File: config.mk
export PLATFORM = sky130hd
export DESIGN_NAME = auth_session_phase_tracker_unit_flat
export DESIGN_NICKNAME = d
export VERILOG_FILES = /design/src/sv/aspt_pkg.sv /design/src/sv/aspt_in_if.sv /design/src/sv/aspt_out_if.sv /design/src/sv/aspt_ctrl.sv /design/src/sv/aspt_dp.sv /design/src/sv/auth_session_phase_tracker_unit.sv /design/src/flat_wrapper.sv
export SDC_FILE = /design/constraint.sdc
export NUM_CORES = 2
export LEC_CHECK = 0
export BUFFER_PORTS_ARGS = -buffer_cell sky130_fd_sc_hd__buf_2
export CORE_UTILIZATION = 25
export DETAILED_ROUTE_END_ITERATION = 10
export PLACE_DENSITY = 0.45
export RECOVER_POWER = 50
export REMOVE_ABC_BUFFERS = 1
export SYNTH_ARGS = -nofsm -noshare
export SYNTH_HDL_FRONTEND = slang
export SYNTH_SLANG_ARGS = --single-unit
File: constraint.sdc
create_clock -name clk -period 14.3 [get_ports clk]
set_input_delay 0.715 -clock clk [delete_from_list [all_inputs] [get_ports clk]]
set_output_delay 0.715 -clock clk [all_outputs]
set_load 0.1 [all_outputs]
File: src/sv/aspt_pkg.sv
// ----------------------------------------------------------------------------
// aspt_pkg
// Shared widths, codes and controller/datapath handshake types for the
// session phase tracker.
// ----------------------------------------------------------------------------
`default_nettype none

package aspt_pkg;

  localparam int MAX_SESSIONS = 16;
  localparam int PTR_W        = (MAX_SESSIONS > 1) ? $clog2(MAX_SESSIONS) : 1;

  localparam int CMD_W   = 4;
  localparam int IDX_W   = 4;
  localparam int WORD_W  = 32;
  localparam int KIND_W  = 3;
  localparam int PHASE_W = 3;
  localparam int EXP_W   = 5;

  localparam logic [CMD_W-1:0] CMD_ADD         = 4'd0;
  localparam logic [CMD_W-1:0] CMD_CONNECT     = 4'd1;
  localparam logic [CMD_W-1:0] CMD_DISCONNECT  = 4'd2;
  localparam logic [CMD_W-1:0] CMD_CONN_ACK    = 4'd3;
  localparam logic [CMD_W-1:0] CMD_ALIVE       = 4'd4;
  localparam logic [CMD_W-1:0] CMD_DISCONN_ACK = 4'd5;
  localparam logic [CMD_W-1:0] CMD_FIN         = 4'd6;
  localparam logic [CMD_W-1:0] CMD_INFO        = 4'd7;
  localparam logic [CMD_W-1:0] CMD_ERROR       = 4'd8;

  localparam logic [KIND_W-1:0] PKT_NONE          = 3'd0;
  localparam logic [KIND_W-1:0] PKT_CONN_REQ      = 3'd1;
  localparam logic [KIND_W-1:0] PKT_CONN_RSP      = 3'd2;
  localparam logic [KIND_W-1:0] PKT_KEEPALIVE_RSP = 3'd3;
  localparam logic [KIND_W-1:0] PKT_CLOSE_REQ     = 3'd4;
  localparam logic [KIND_W-1:0] PKT_CLOSE_RSP     = 3'd5;

  localparam logic [PHASE_W-1:0] PH_IDLE          = 3'd1;
  localparam logic [PHASE_W-1:0] PH_CONNECTING    = 3'd2;
  localparam logic [PHASE_W-1:0] PH_CONNECTED     = 3'd3;
  localparam logic [PHASE_W-1:0] PH_DISCONNECTING = 3'd4;
  localparam logic [PHASE_W-1:0] PH_DISCONNECTED  = 3'd5;

  typedef struct packed {
    logic in_ready;
    logic load;
    logic ptr_inc;
    logic tick_step;
    logic exec;
    logic push;
  } aspt_cmd_t;

  typedef struct packed {
    logic in_valid;
    logic in_tick;
    logic in_search;
    logic hit;
    logic last;
    logic out_free;
  } aspt_stat_t;

  typedef struct packed {
    logic               accepted;
    logic [KIND_W-1:0]  send_kind;
    logic [WORD_W-1:0]  send_control;
    logic [IDX_W-1:0]   result_session;
    logic [PHASE_W-1:0] new_phase;
    logic               wrong_phase;
    logic               control_mismatch;
    logic [EXP_W-1:0]   expired_count;
  } aspt_res_t;

endpackage

`default_nettype wire

File: src/sv/aspt_in_if.sv
// ----------------------------------------------------------------------------
// aspt_in_if
// Command word channel into the session phase tracker.
// ----------------------------------------------------------------------------
`default_nettype none

interface aspt_in_if import aspt_pkg::*; ();
  logic               valid;
  logic               ready;
  logic [CMD_W-1:0]   command;
  logic               is_tick;
  logic [IDX_W-1:0]   session_index;
  logic [WORD_W-1:0]  peer_address;
  logic [WORD_W-1:0]  control_value;
  logic [WORD_W-1:0]  session_timeout;
  logic [WORD_W-1:0]  keepalive_timeout;
  logic               connect_now;

  modport source (
    output valid, command, is_tick, session_index, peer_address, control_value,
           session_timeout, keepalive_timeout, connect_now,
    input  ready
  );

  modport sink (
    input  valid, command, is_tick, session_index, peer_address, control_value,
           session_timeout, keepalive_timeout, connect_now,
    output ready
  );
endinterface

`default_nettype wire

File: src/sv/aspt_out_if.sv
// ----------------------------------------------------------------------------
// aspt_out_if
// Result word channel out of the session phase tracker.
// ----------------------------------------------------------------------------
`default_nettype none

interface aspt_out_if import aspt_pkg::*; ();
  logic               valid;
  logic               ready;
  logic               accepted;
  logic [KIND_W-1:0]  send_kind;
  logic [WORD_W-1:0]  send_control;
  logic [IDX_W-1:0]   result_session;
  logic [PHASE_W-1:0] new_phase;
  logic               wrong_phase;
  logic               control_mismatch;
  logic [EXP_W-1:0]   expired_count;

  modport source (
    output valid, accepted, send_kind, send_control, result_session, new_phase,
           wrong_phase, control_mismatch, expired_count,
    input  ready
  );

  modport sink (
    input  valid, accepted, send_kind, send_control, result_session, new_phase,
           wrong_phase, control_mismatch, expired_count,
    output ready
  );
endinterface

`default_nettype wire

File: src/sv/aspt_ctrl.sv
// ----------------------------------------------------------------------------
// aspt_ctrl
// Sequencer: takes a word, walks the session table for ticks and lookups,
// fires the update and hands the result to the output register.
// ----------------------------------------------------------------------------
`default_nettype none

module aspt_ctrl import aspt_pkg::*; (
  input  wire logic       clk,
  input  wire logic       rst_n,
  input  wire aspt_stat_t stat,
  output aspt_cmd_t       cmd
);

  typedef enum logic [2:0] {
    ST_IDLE,
    ST_TICK,
    ST_SEARCH,
    ST_EXEC,
    ST_DONE
  } state_t;

  state_t state_r, state_nxt;

  always_comb begin
    cmd       = '0;
    state_nxt = state_r;
    case (state_r)
      ST_IDLE: begin
        cmd.in_ready = 1'b1;
        if (stat.in_valid) begin
          cmd.load = 1'b1;
          if (stat.in_tick) begin
            state_nxt = ST_TICK;
          end else if (stat.in_search) begin
            state_nxt = ST_SEARCH;
          end else begin
            state_nxt = ST_EXEC;
          end
        end
      end
      ST_TICK: begin
        cmd.tick_step = 1'b1;
        if (stat.last) begin
          state_nxt = ST_DONE;
        end else begin
          cmd.ptr_inc = 1'b1;
        end
      end
      ST_SEARCH: begin
        if (stat.hit) begin
          state_nxt = ST_EXEC;
        end else if (stat.last) begin
          state_nxt = ST_DONE;
        end else begin
          cmd.ptr_inc = 1'b1;
        end
      end
      ST_EXEC: begin
        cmd.exec  = 1'b1;
        state_nxt = ST_DONE;
      end
      ST_DONE: begin
        if (stat.out_free) begin
          cmd.push  = 1'b1;
          state_nxt = ST_IDLE;
        end
      end
      default: begin
        state_nxt = ST_IDLE;
      end
    endcase
  end

  always_ff @(posedge clk) begin
    if (!rst_n) begin
      state_r <= ST_IDLE;
    end else begin
      state_r <= state_nxt;
    end
  end

endmodule

`default_nettype wire

File: src/sv/aspt_dp.sv
// ----------------------------------------------------------------------------
// aspt_dp
// Session table, time counter, walk pointer, update logic and output
// register of the session phase tracker.
// ----------------------------------------------------------------------------
`default_nettype none

module aspt_dp import aspt_pkg::*; (
  input  wire logic  clk,
  input  wire logic  rst_n,
  aspt_in_if.sink    in_ch,
  aspt_out_if.source out_ch,
  input  wire aspt_cmd_t cmd,
  output aspt_stat_t stat
);

  // latched command word
  logic [CMD_W-1:0]  cmd_r;
  logic [IDX_W-1:0]  idx_r;
  logic [WORD_W-1:0] addr_r;
  logic [WORD_W-1:0] cv_r;
  logic [WORD_W-1:0] sto_r;
  logic [WORD_W-1:0] kto_r;
  logic              cnow_r;

  logic [PTR_W-1:0]  ptr_r, ptr_nxt;
  logic [WORD_W-1:0] sec_r, sec_nxt;
  logic [MAX_SESSIONS-1:0] used_r;

  logic [WORD_W-1:0]  addr_mem  [MAX_SESSIONS];
  logic [PHASE_W-1:0] phase_mem [MAX_SESSIONS];
  logic [WORD_W-1:0]  ctl_mem   [MAX_SESSIONS];
  logic [WORD_W-1:0]  sto_mem   [MAX_SESSIONS];
  logic [WORD_W-1:0]  kto_mem   [MAX_SESSIONS];
  logic [WORD_W-1:0]  ptime_mem [MAX_SESSIONS];

  aspt_res_t res_r, res_nxt;
  aspt_res_t out_r;
  logic      out_valid_r;

  // table write controls
  logic               used_we;
  logic               addr_we;
  logic               to_we;
  logic [WORD_W-1:0]  sto_wd;
  logic [WORD_W-1:0]  kto_wd;
  logic               ctl_we;
  logic [WORD_W-1:0]  ctl_wd;
  logic               ph_we;
  logic [PHASE_W-1:0] ph_wd;

  logic               ent_used;
  logic [PHASE_W-1:0] ent_ph;
  logic [WORD_W-1:0]  ent_ctl;
  logic [WORD_W-1:0]  elapsed;
  logic [WORD_W-1:0]  cv_inc;
  logic               rep_ok;
  logic               in_reply;

  assign ent_used = used_r[ptr_r];
  assign ent_ph   = phase_mem[ptr_r];
  assign ent_ctl  = ctl_mem[ptr_r];
  assign elapsed  = sec_r - ptime_mem[ptr_r];
  assign cv_inc   = cv_r + WORD_W'(1);
  assign rep_ok   = (32'(idx_r) < 32'(MAX_SESSIONS)) && ent_used;
  assign in_reply = !(in_ch.command inside {CMD_ADD, CMD_CONNECT, CMD_DISCONNECT});

  // status toward the sequencer
  always_comb begin
    stat.in_valid  = in_ch.valid;
    stat.in_tick   = in_ch.is_tick;
    stat.in_search = !in_reply;
    stat.last      = (ptr_r == PTR_W'(MAX_SESSIONS - 1));
    stat.out_free  = !out_valid_r || out_ch.ready;
    if (cmd_r == CMD_ADD) begin
      stat.hit = !ent_used;
    end else begin
      stat.hit = ent_used && (addr_mem[ptr_r] == addr_r);
    end
  end

  always_comb begin
    ptr_nxt = ptr_r;
    sec_nxt = sec_r;
    res_nxt = res_r;
    used_we = 1'b0;
    addr_we = 1'b0;
    to_we   = 1'b0;
    sto_wd  = sto_r;
    kto_wd  = kto_r;
    ctl_we  = 1'b0;
    ctl_wd  = cv_inc;
    ph_we   = 1'b0;
    ph_wd   = PH_IDLE;

    if (cmd.load) begin
      ptr_nxt = (!in_ch.is_tick && in_reply) ? PTR_W'(in_ch.session_index) : '0;
      if (in_ch.is_tick) begin
        sec_nxt = sec_r + WORD_W'(1);
      end
      res_nxt           = '0;
      res_nxt.new_phase = PH_IDLE;
      res_nxt.accepted  = in_ch.is_tick;
    end else if (cmd.ptr_inc) begin
      ptr_nxt = ptr_r + PTR_W'(1);
    end

    if (cmd.tick_step) begin
      if (ent_used && (((ent_ph == PH_CONNECTED) && (elapsed > sto_mem[ptr_r])) ||
                       ((ent_ph == PH_CONNECTING) && (elapsed > kto_mem[ptr_r])))) begin
        ph_we = 1'b1;
        ph_wd = PH_IDLE;
        res_nxt.expired_count = res_r.expired_count + EXP_W'(1);
      end
    end

    if (cmd.exec) begin
      case (cmd_r)
        CMD_ADD: begin
          used_we = 1'b1;
          addr_we = 1'b1;
          to_we   = 1'b1;
          sto_wd  = '0;
          kto_wd  = '0;
          ctl_we  = 1'b1;
          ctl_wd  = '0;
          ph_we   = 1'b1;
          ph_wd   = cnow_r ? PH_CONNECTING : PH_IDLE;
          res_nxt.accepted       = 1'b1;
          res_nxt.send_kind      = cnow_r ? PKT_CONN_REQ : PKT_NONE;
          res_nxt.result_session = IDX_W'(ptr_r);
          res_nxt.new_phase      = ph_wd;
        end
        CMD_CONNECT: begin
          ph_we = 1'b1;
          ph_wd = PH_CONNECTING;
          res_nxt.accepted       = 1'b1;
          res_nxt.send_kind      = PKT_CONN_REQ;
          res_nxt.result_session = IDX_W'(ptr_r);
          res_nxt.new_phase      = PH_CONNECTING;
          res_nxt.wrong_phase    = !(ent_ph inside {PH_IDLE, PH_DISCONNECTED});
        end
        CMD_DISCONNECT: begin
          ph_we = 1'b1;
          ph_wd = PH_DISCONNECTING;
          res_nxt.accepted       = 1'b1;
          res_nxt.send_kind      = PKT_CLOSE_REQ;
          res_nxt.result_session = IDX_W'(ptr_r);
          res_nxt.new_phase      = PH_DISCONNECTING;
          res_nxt.wrong_phase    = (ent_ph != PH_CONNECTED);
        end
        default: begin
          if (rep_ok && (cmd_r <= CMD_ERROR)) begin
            res_nxt.result_session = IDX_W'(ptr_r);
            res_nxt.new_phase      = ent_ph;
            case (cmd_r)
              CMD_CONN_ACK: begin
                if (ent_ph != PH_CONNECTING) begin
                  res_nxt.wrong_phase = 1'b1;
                end else begin
                  ph_we  = 1'b1;
                  ph_wd  = PH_CONNECTED;
                  to_we  = 1'b1;
                  ctl_we = 1'b1;
                  res_nxt.send_kind    = PKT_CONN_RSP;
                  res_nxt.send_control = cv_inc;
                end
              end
              CMD_ALIVE: begin
                if (ent_ph != PH_CONNECTED) begin
                  res_nxt.wrong_phase = 1'b1;
                end else begin
                  ph_we  = 1'b1;
                  ph_wd  = PH_CONNECTED;
                  ctl_we = 1'b1;
                  res_nxt.send_kind    = PKT_KEEPALIVE_RSP;
                  res_nxt.send_control = cv_inc;
                end
              end
              CMD_DISCONN_ACK: begin
                if (ent_ph != PH_DISCONNECTING) begin
                  res_nxt.wrong_phase = 1'b1;
                end else begin
                  ph_we  = 1'b1;
                  ph_wd  = PH_DISCONNECTED;
                  ctl_we = 1'b1;
                  res_nxt.send_kind        = PKT_CLOSE_RSP;
                  res_nxt.send_control     = cv_inc;
                  res_nxt.control_mismatch = (ent_ctl + WORD_W'(1)) != cv_r;
                end
              end
              CMD_FIN: begin
                if (ent_ph != PH_DISCONNECTED) begin
                  res_nxt.wrong_phase = 1'b1;
                end else begin
                  ph_we = 1'b1;
                  ph_wd = PH_IDLE;
                end
              end
              CMD_INFO: begin
              end
              default: begin
                ph_we = 1'b1;
                ph_wd = PH_IDLE;
              end
            endcase
            res_nxt.accepted = !res_nxt.wrong_phase;
            if (ph_we) begin
              res_nxt.new_phase = ph_wd;
            end
          end
        end
      endcase
    end
  end

  always_ff @(posedge clk) begin
    if (!rst_n) begin
      sec_r       <= '0;
      used_r      <= '0;
      out_valid_r <= 1'b0;
    end else begin
      sec_r <= sec_nxt;
      if (used_we) begin
        used_r[ptr_r] <= 1'b1;
      end
      if (cmd.push) begin
        out_valid_r <= 1'b1;
      end else if (out_ch.ready) begin
        out_valid_r <= 1'b0;
      end
    end
  end

  always_ff @(posedge clk) begin
    ptr_r <= ptr_nxt;
    res_r <= res_nxt;
    if (cmd.push) begin
      out_r <= res_r;
    end
    if (cmd.load) begin
      cmd_r  <= in_ch.command;
      idx_r  <= in_ch.session_index;
      addr_r <= in_ch.peer_address;
      cv_r   <= in_ch.control_value;
      sto_r  <= in_ch.session_timeout;
      kto_r  <= in_ch.keepalive_timeout;
      cnow_r <= in_ch.connect_now;
    end
  end

  // session table write port
  always_ff @(posedge clk) begin
    if (addr_we) begin
      addr_mem[ptr_r] <= addr_r;
    end
    if (to_we) begin
      sto_mem[ptr_r] <= sto_wd;
      kto_mem[ptr_r] <= kto_wd;
    end
    if (ctl_we) begin
      ctl_mem[ptr_r] <= ctl_wd;
    end
    if (ph_we) begin
      phase_mem[ptr_r] <= ph_wd;
      ptime_mem[ptr_r] <= sec_r;
    end
  end

  assign in_ch.ready             = cmd.in_ready;
  assign out_ch.valid            = out_valid_r;
  assign out_ch.accepted         = out_r.accepted;
  assign out_ch.send_kind        = out_r.send_kind;
  assign out_ch.send_control     = out_r.send_control;
  assign out_ch.result_session   = out_r.result_session;
  assign out_ch.new_phase        = out_r.new_phase;
  assign out_ch.wrong_phase      = out_r.wrong_phase;
  assign out_ch.control_mismatch = out_r.control_mismatch;
  assign out_ch.expired_count    = out_r.expired_count;

endmodule

`default_nettype wire

File: src/sv/auth_session_phase_tracker_unit.sv
// ----------------------------------------------------------------------------
// auth_session_phase_tracker_unit
// Client login session table with phase tracking and timeout expiry.
//
// in_ch carries one command word: a tick, an add, a connect or disconnect
// by peer address, or a received reply for a session index. out_ch returns
// exactly one result word per command word, in order.
// Steps from the accepting edge to out_ch.valid, with MAX_SESSIONS = N:
//   reply, info, error, unknown code : update, then done and output push
//   tick                             : walk all N entries, one table entry a cycle
//   add, connect, disconnect         : walk the entries until the match, then
//                                      update, done and push (no update with no match)
// One word is in work at a time; the table has a single shared port.
// in_ch.ready is high only while the sequencer is idle. The result sits in
// an output register, so the next word is taken while out_ch is stalled;
// its own result waits in res_r in the datapath until the register frees.
// Reset clears the session-used bits, the second counter and out_ch.valid;
// the rest of the table is written by add before any read.
// ----------------------------------------------------------------------------
`default_nettype none

module auth_session_phase_tracker_unit import aspt_pkg::*; (
  input  wire logic  clk,
  input  wire logic  rst_n,
  aspt_in_if.sink    in_ch,
  aspt_out_if.source out_ch
);

  aspt_cmd_t  cmd;
  aspt_stat_t stat;

  aspt_ctrl u_ctrl (
    .clk   (clk),
    .rst_n (rst_n),
    .stat  (stat),
    .cmd   (cmd)
  );

  aspt_dp u_dp (
    .clk    (clk),
    .rst_n  (rst_n),
    .in_ch  (in_ch),
    .out_ch (out_ch),
    .cmd    (cmd),
    .stat   (stat)
  );

endmodule

`default_nettype wire

File: src/flat_wrapper.sv
// flat-port wrapper written by rule: the top's interface ports become plain ports
module auth_session_phase_tracker_unit_flat import aspt_pkg::*;
  (clk, rst_n, in_ch_valid, in_ch_command, in_ch_is_tick, in_ch_session_index, in_ch_peer_address, in_ch_control_value, in_ch_session_timeout, in_ch_keepalive_timeout, in_ch_connect_now, in_ch_ready, out_ch_valid, out_ch_accepted, out_ch_send_kind, out_ch_send_control, out_ch_result_session, out_ch_new_phase, out_ch_wrong_phase, out_ch_control_mismatch, out_ch_expired_count, out_ch_ready);
  aspt_in_if in_ch_i ();
  aspt_out_if out_ch_i ();
  input  wire logic clk;
  input  wire logic rst_n;
  input wire logic [$bits(in_ch_i.valid)-1:0] in_ch_valid;
  input wire logic [$bits(in_ch_i.command)-1:0] in_ch_command;
  input wire logic [$bits(in_ch_i.is_tick)-1:0] in_ch_is_tick;
  input wire logic [$bits(in_ch_i.session_index)-1:0] in_ch_session_index;
  input wire logic [$bits(in_ch_i.peer_address)-1:0] in_ch_peer_address;
  input wire logic [$bits(in_ch_i.control_value)-1:0] in_ch_control_value;
  input wire logic [$bits(in_ch_i.session_timeout)-1:0] in_ch_session_timeout;
  input wire logic [$bits(in_ch_i.keepalive_timeout)-1:0] in_ch_keepalive_timeout;
  input wire logic [$bits(in_ch_i.connect_now)-1:0] in_ch_connect_now;
  output wire logic [$bits(in_ch_i.ready)-1:0] in_ch_ready;
  output wire logic [$bits(out_ch_i.valid)-1:0] out_ch_valid;
  output wire logic [$bits(out_ch_i.accepted)-1:0] out_ch_accepted;
  output wire logic [$bits(out_ch_i.send_kind)-1:0] out_ch_send_kind;
  output wire logic [$bits(out_ch_i.send_control)-1:0] out_ch_send_control;
  output wire logic [$bits(out_ch_i.result_session)-1:0] out_ch_result_session;
  output wire logic [$bits(out_ch_i.new_phase)-1:0] out_ch_new_phase;
  output wire logic [$bits(out_ch_i.wrong_phase)-1:0] out_ch_wrong_phase;
  output wire logic [$bits(out_ch_i.control_mismatch)-1:0] out_ch_control_mismatch;
  output wire logic [$bits(out_ch_i.expired_count)-1:0] out_ch_expired_count;
  input wire logic [$bits(out_ch_i.ready)-1:0] out_ch_ready;
  assign in_ch_i.valid = in_ch_valid;
  assign in_ch_i.command = in_ch_command;
  assign in_ch_i.is_tick = in_ch_is_tick;
  assign in_ch_i.session_index = in_ch_session_index;
  assign in_ch_i.peer_address = in_ch_peer_address;
  assign in_ch_i.control_value = in_ch_control_value;
  assign in_ch_i.session_timeout = in_ch_session_timeout;
  assign in_ch_i.keepalive_timeout = in_ch_keepalive_timeout;
  assign in_ch_i.connect_now = in_ch_connect_now;
  assign in_ch_ready = in_ch_i.ready;
  assign out_ch_valid = out_ch_i.valid;
  assign out_ch_accepted = out_ch_i.accepted;
  assign out_ch_send_kind = out_ch_i.send_kind;
  assign out_ch_send_control = out_ch_i.send_control;
  assign out_ch_result_session = out_ch_i.result_session;
  assign out_ch_new_phase = out_ch_i.new_phase;
  assign out_ch_wrong_phase = out_ch_i.wrong_phase;
  assign out_ch_control_mismatch = out_ch_i.control_mismatch;
  assign out_ch_expired_count = out_ch_i.expired_count;
  assign out_ch_i.ready = out_ch_ready;
  auth_session_phase_tracker_unit u_core (.clk(clk), .rst_n(rst_n), .in_ch(in_ch_i), .out_ch(out_ch_i));
endmodule
Word level (Yosys, flattened, before mapping)

Memory sizes are Yosys's and may differ from the RTL's. A register that Yosys moved wholly into a read port is not among the register bits.
Cells that the tools add are included.

Bitwise logic cells: 1
Reductions and logical operators: 26
Equality and inequality tests: 26
Muxes and demuxes: 106
$lt $le $gt $ge: 5
Multipliers: 0
Add/subtract/negate cells: 6
Divide/modulo/power cells: 0
Shift-type cells: 0

Operators with widths:

| kind                  | count |
|---|---|
| $mux 32               | 7 |
| $mux 35               | 3 |
| $pmux 35 s3           | 1 |
| $add 32x1->32 const B | 3 |
| $mux 45               | 2 |
| $gt 32x32->1          | 2 |
| $mux 1                | 54 |
| $mux 50               | 1 |
| $mux 4                | 9 |
| $eq 32x32->1          | 1 |
| $ne 32x32->1          | 1 |
| $sub 32x32->32        | 1 |
| $mux 3                | 9 |
| $pmux 7 s3            | 1 |
| $pmux 3 s3            | 2 |
| $eq 4x3->1 const B    | 4 |
| $or 16x16->16         | 1 |
| $pmux 3 s5            | 1 |
| $eq 3x2->1 const B    | 4 |
| $eq 4x2->1 const B    | 3 |
| $pmux 4 s3            | 1 |
| $mux 5                | 2 |
| $eq 4x1->1 const B    | 2 |
| $logic_not 4->1       | 2 |
| other kinds (28)      | 53 |

Word-level logic and storage cells: 203
Memory bits (read-only): 0
Memory bits (writable): 2,608
Bits in latches: 0
Output and inout port bits: 52
Memories: 6
Bits in registers: 289

Memories:

| memory                | depth | bits a word | rd ports | clocked after memory_dff | write ports | line          | text |
|---|---|---|---|---|---|---|---|
| u_core.u_dp.addr_mem  | 16    | 32          | 1        | 1                        | 1           | aspt_dp.sv:30 | `logic [WORD_W-1:0] addr_mem [MAX_SESSIONS];` |
| u_core.u_dp.ctl_mem   | 16    | 32          | 1        | 1                        | 1           | aspt_dp.sv:32 | `logic [WORD_W-1:0] ctl_mem [MAX_SESSIONS];` |
| u_core.u_dp.kto_mem   | 16    | 32          | 1        | 1                        | 1           | aspt_dp.sv:34 | `logic [WORD_W-1:0] kto_mem [MAX_SESSIONS];` |
| u_core.u_dp.ptime_mem | 16    | 32          | 1        | 1                        | 1           | aspt_dp.sv:35 | `logic [WORD_W-1:0] ptime_mem [MAX_SESSIONS];` |
| u_core.u_dp.sto_mem   | 16    | 32          | 1        | 1                        | 1           | aspt_dp.sv:33 | `logic [WORD_W-1:0] sto_mem [MAX_SESSIONS];` |
| u_core.u_dp.phase_mem | 16    | 3           | 1        | 1                        | 1           | aspt_dp.sv:31 | `logic [PHASE_W-1:0] phase_mem [MAX_SESSIONS];` |

Longest topological paths before layout

Word-level depth: 17
Gate-level depth with buffers: 41
Gate-level depth less buffers: 28

Cells and area by module

Synthesis repeated with hierarchy kept, for this count alone.

Cell total of the unflattened synthesis: 5,451
Area, all modules: 114,728.8 µm²

Modules (own cells, without submodules):

| module    | instances | area each (µm²) | cells an instance |
|---|---|---|---|
| aspt_dp   | 1         | 114,488.6       | 5,422 |
| aspt_ctrl | 1         | 240.2           | 29 |

Worst setup path after synthesis

OpenSTA, ideal clock, no wires.

Path type: reg2reg
From: reg (tool-made name)
To: mem u_core.u_dp.phase_mem[11][0] (enable)
Data arrival time: 9.195 ns
Period minus slack after synthesis: 9.622 ns
Data required time: 13.873 ns
Setup slack: 4.678 ns
Library setup time: 0.427 ns
Cell stages (with the launch flop): 35
Cells stage by stage: dfxtp_1 -> buf_6 -> buf_12 -> buf_12 -> buf_12 -> buf_12 -> buf_12 -> buf_12 -> buf_2 -> buf_2 -> clkbuf_1 -> buf_1 -> mux4_2 -> mux4_2 -> inv_1 -> ha_1 -> a2111o_1 -> o21ai_0 -> o21ai_0 -> a21oi_1 -> a31oi_1 -> a21o_1 -> a41oi_1 -> o2111ai_1 -> o311a_1 -> ha_1 -> nand4_1 -> nor4_1 -> nand2_1 -> a211oi_1 -> a21oi_1 -> a31oi_1 -> nor3_2 -> clkbuf_1 -> nor2_1

RTL lines:

| what             | line |
|---|---|
| end: declaration | aspt_dp.sv:31 |

==> Implementation_results.wiki <==
{| class="wikitable"
! Metric !! Value
|-
| Worst R2R Path Depth || 15
|-
| Starting Density || 25.16%
|-
| Clock latency of the later-clocked register in the worst-skew pair || 0.92 ns
|-
| First-pass detailed-route iteration total || 5
|-
| Warnings, synthesis || 0
|-
| Worst-path fanout max || 73
|-
| Fin cells || 12,397
|-
| Arrival time of data at the critical path endpoint || 12.25 ns
|-
| Final weighted congestion in routability-driven placement || roughly 0.79
|-
| Vias in the first global route || 59,280
|-
| Share of Yosys cell area claimed by the top area cell type || 72.98%
|-
| Final clock skew || 0.03959 ns
|-
| Largest area contributor in the netlist || edfxtp_1
|-
| Average routed wire per standard cell || 25.41 um
|-
| Maximum number of pins on one net before global-route repair || 138
|-
| Main synth FF type || edfxtp_1
|-
| CTS tree || done
|-
| Drt initial violations || between 4,000 and 5,000
|-
| Worst Setup Slack, final || 2.845 ns
|-
| Critical path startpoint || u_core.u_ctrl.state_r[0]
|-
| Post-synthesis async set-or-reset flop share || 0%
|-
| Cell types occupying the most area after synthesis || edfxtp_1 73%, mux4_2 15%, dfxtp_1 1.8%
|-
| Post-detailed-route count of antenna-violating nets || 0
|-
| Port bufs || 193
|-
| Clock H-tree levels || 5
|-
| Overall overflow remaining after global route || 0
|-
| Worst supply voltage drop on vdd || 164.6 uV
|-
| Critical Path Sink Type || flip-flop
|-
| Failing checks || max-capacitance violations, max-slew violations
|-
| Most frequent cells after synthesis || 2,795 x edfxtp_1, 751 x mux4_2, 178 x nand2_1, 171 x nor2_1, 108 x inv_1
|-
| Hold Fails Final Rpt || 0
|-
| Final WL || 315,000 um
|-
| Wire length of the first global-routing pass || about 450,000 um
|-
| Maximum clock frequency || just under 0.09 GHz
|-
| Count of unique library cells instantiated by Yosys || between 80 and 90
|-
| Total half-perimeter wirelength after legalization and detailed placement || 174,800 um
|-
| Slew margin rel. || -182.0%
|-
| Setup repair after global routing missed its margin || false
|-
| Category of the critical setup timing path || flip-flop to flip-flop
|-
| Number of filler cells placed in the layout || 44,442
|-
| Share of power burned in registers || 40.4%
|-
| Top-count cell post-synth || edfxtp_1
|-
| Core occupancy in the finished layout || 29.57%
|-
| Seq/Total Area, Yosys || 74.83%
|-
| Cell Count Post-Placement || roughly 12,000
|-
| Number of antenna violations at the first check in global routing || 14
|-
| Post-route DRC violation count || 0
|-
| Net switching power figure || 7066 uW
|-
| Worst Min Path Start || out_ch_ready
|-
| Number of sinks on the clock net || 2,901
|-
| Slew at the pin closest to its max-slew limit || around 4.2 ns
|-
| Core area || 457,100 um^2
|-
| Number of vias per cell after detailed routing || 4.484
|-
| Clock-pin slew on the worst setup and hold paths || 0.06 ns
|-
| Number of rows in the core area || 248
|-
| Final count of pins violating max slew || ~870
|-
| Setup TNS || 0 ns
|-
| Setup violators final || 0
|-
| Number of enable flip-flop cells after synthesis || 2,795
|-
| CTS Root Buffer Type || clkbuf_16
|-
| Nets || ~6,300
|-
| Total Routing Usage GR || between 10% and 20%
|-
| Sw Share || about 29%
|-
| CTS max path bufs || 4
|-
| Comb pwr share || 25.7%
|-
| Required time of the critical path || ~15 ns
|-
| Worst flop-to-flop path endpoint || u_core.u_dp.sec_r[28]
|-
| DIE AREA || 462,700 um^2
|-
| Cells after synthesis || 5,483
|-
| Portion of total power attributed to the clock network || 33.9%
|-
| Post-cts sizing count || 0
|-
| Run status || finished with violations
|-
| Total CTS buffers || 308
|-
| Critical path destination || u_core.u_dp.sec_r[28]
|-
| Synthesized cell area || roughly 110,000 um^2
|-
| Die width || 680.2 um
|-
| Synthesized area per cell || 20.97 um^2
|-
| Share of layout cells above drive strength 1 || 24.29%
|-
| Minimum clock period after layout || 11.46 ns
|-
| Boundary Pins || about 190
|-
| Worst min path class || input pin to flip-flop
|-
| Vias after detailed routing || 55,590
|-
| Register bit total from synthesis || 2,901
|-
| P per Cell Area || roughly 180 nW/um^2
|-
| Period utilization || 80.11%
|-
| Start of the worst register-to-register path || u_core.u_ctrl.state_r[0]
|-
| Vertical extent of the die || 680.2 um
|-
| Area Growth Syn to Fin || 17.51%
|-
| Register-to-register setup slack || 2.84 ns
|-
| Internal cell power || 16,930 uW
|-
| Placement Setup Slack || about 3.8 ns
|-
| Leakage || roughly 0.043 uW
|-
| Critical path startpoint category || flip-flop
|-
| Maximum Capacitance Violations || 24
|}
==> critical path, cell delays in order (launching register included) <==
cell        delay (ns)
dfxtp_1           0.58
nor3_1            0.21
nand2_2           0.10
clkbuf_1          2.03
clkinvlp_2        4.70
and2_0            1.30
clkbuf_1          0.39
nand3_1           0.26
nor2_1            0.15
nand4_1           0.18
nor2_1            0.15
and4_1            0.37
nand4_1           0.35
nor3_1            0.11
xor2_1            0.15
and2_1            0.20
==> through the flow <==
| stage | power (uW) | area, um^2 | hold WS (ns) |
|---|---|---|---|
| 2_1_floorplan | 16340 | 113500 | 0.4079 |
| 3_3_place_gp | 16150 | 123900 | 0.4185 |
| 3_5_place_dp | 16170 | 123900 | 0.4197 |
| 4_1_cts | 24420 | 135400 | 0.01872 |
| 5_1_grt | 25030 | 135100 | 0.1275 |
| 6_report | 24000 | 135100 | 0.1545 |
==> logic make-up (layout without fill, tap and decap cells) <==
group / Yosys count / count (layout) / synth area share (%)
AOI/OAI and AO/OA: 375 / 375 / 2.126
xor gates and xnor gates: 156 / 156 / 1.188
adders and majority gates: 105 / 105 / 1.149
buffers and inverters: 357 / 1140 / 1.640
DFF: 2901 / 2901 / 74.83
muxes: 853 / 853 / 15.88
other: 0 / 6 / 0
and+or+nand+nor: 736 / 736 / 3.188
==> power groups by stage <==
stage	Clock (uW)	Combinational (uW)	Sequential (uW)
2_1_floorplan	0	6040	10300
3_3_place_gp	0	6280	9860
3_5_place_dp	0	6300	9870
4_1_cts	8380	6350	9690
5_1_grt	8670	6660	9710
6_report	8140	6160	9690
==> state kept, by name (all words and copies together), names as in the netlist, 3 cells and up, named ones only <==
name / cells
u_core.u_dp.addr_mem: 512
u_core.u_dp.ctl_mem: 512
u_core.u_dp.kto_mem: 512
u_core.u_dp.ptime_mem: 512
u_core.u_dp.sto_mem: 512
u_core.u_dp.res_r: 50
u_core.u_dp.phase_mem: 48
u_core.u_dp.addr_r: 32
u_core.u_dp.cv_r: 32
u_core.u_dp.kto_r: 32
u_core.u_dp.out_ch.send_control: 32
u_core.u_dp.sec_r: 32
u_core.u_dp.sto_r: 32
u_core.u_dp.used_r: 16
u_core.u_dp.out_ch.expired_count: 5
u_core.u_dp.cmd_r: 4
u_core.u_dp.out_ch.result_session: 4
u_core.u_dp.ptr_r: 4
u_core.u_ctrl.state_r: 3
u_core.u_dp.out_ch.new_phase: 3
u_core.u_dp.out_ch.send_kind: 3
==> placed cells by master (no fill, tap or decap), types with 18 or more instances in the layout <==
cell type	instances
nor3_1	32
o21ai_0	92
dfxtp_1	102
buf_2	82
ha_1	104
mux2i_1	56
nand2b_1	26
nor2_4	65
and2_1	21
bufinv_16	37
nand4_1	46
nor2_1	106
clkbuf_1	202
a21o_1	40
mux2_2	26
o21a_1	29
edfxtp_1	2795
buf_4	107
nor2b_1	89
inv_1	107
clkinv_2	55
clkinv_1	47
nand3_1	90
nand2_1	176
xor2_1	50
xnor2_1	106
mux4_1	18
a21oi_1	74
dlygate4sd3_1	127
mux4_2	751
clkbuf_16	312
==> layout make-up <==
type | count | area [um^2] | share of cell area [%]
antenna | 6 | 15.01 | 0.01111
clock buffer | 370 | 8115 | 6.005
clock inverter | 185 | 2100 | 1.554
inverter | 111 | 425.4 | 0.3148
multi-input combinational | 2225 | 27590 | 20.42
sequential | 2901 | 86070 | 63.69
tap | 6125 | 7664 | 5.671
timing repair buffer | 474 | 3159 | 2.338
==> routing by layer <==
| layer | track usage, % | vias up | wire length, um | part of all wire, % |
|---|---|---|---|---|
| met5 | 0 | - | 13 | 0.0041 |
| met2 | 23.21 | 1099 | 159700 | 51 |
| met3 | 1.660 | 340 | 11130 | 3.5 |
| met4 | 2.784 | 2 | 6156 | 2.0 |
| li1 | - | 23792 | - | - |
| met1 | 17.72 | 30357 | 138000 | 44 |
==> worst min-delay path by stage <==
| stage | endpoint | slack (ns) | cells after the start |
|---|---|---|---|
| floorplan | u_core.u_dp.out_ch.send_control[0] | 0.41 | 0 |
| detailed placement | u_core.u_dp.out_ch.send_control[18] | 0.42 | 0 |
| global placement | u_core.u_dp.out_ch.send_control[0] | 0.42 | 0 |
| finish | u_core.u_ctrl.state_r[2] | 0.15 | 4 |
| global route | u_core.u_dp.addr_r[22] | 0.13 | 1 |
| CTS | u_core.u_dp.addr_r[22] | 0.02 | 1 |
==> repair_timing <==
item | 4_1_cts | 5_1_grt
hold buffers | 127 | 0
endpoints found under the hold margin | 127 | 0
setup buffers | 0 | 0
Note: power is estimated with default switching activity, not from simulation.
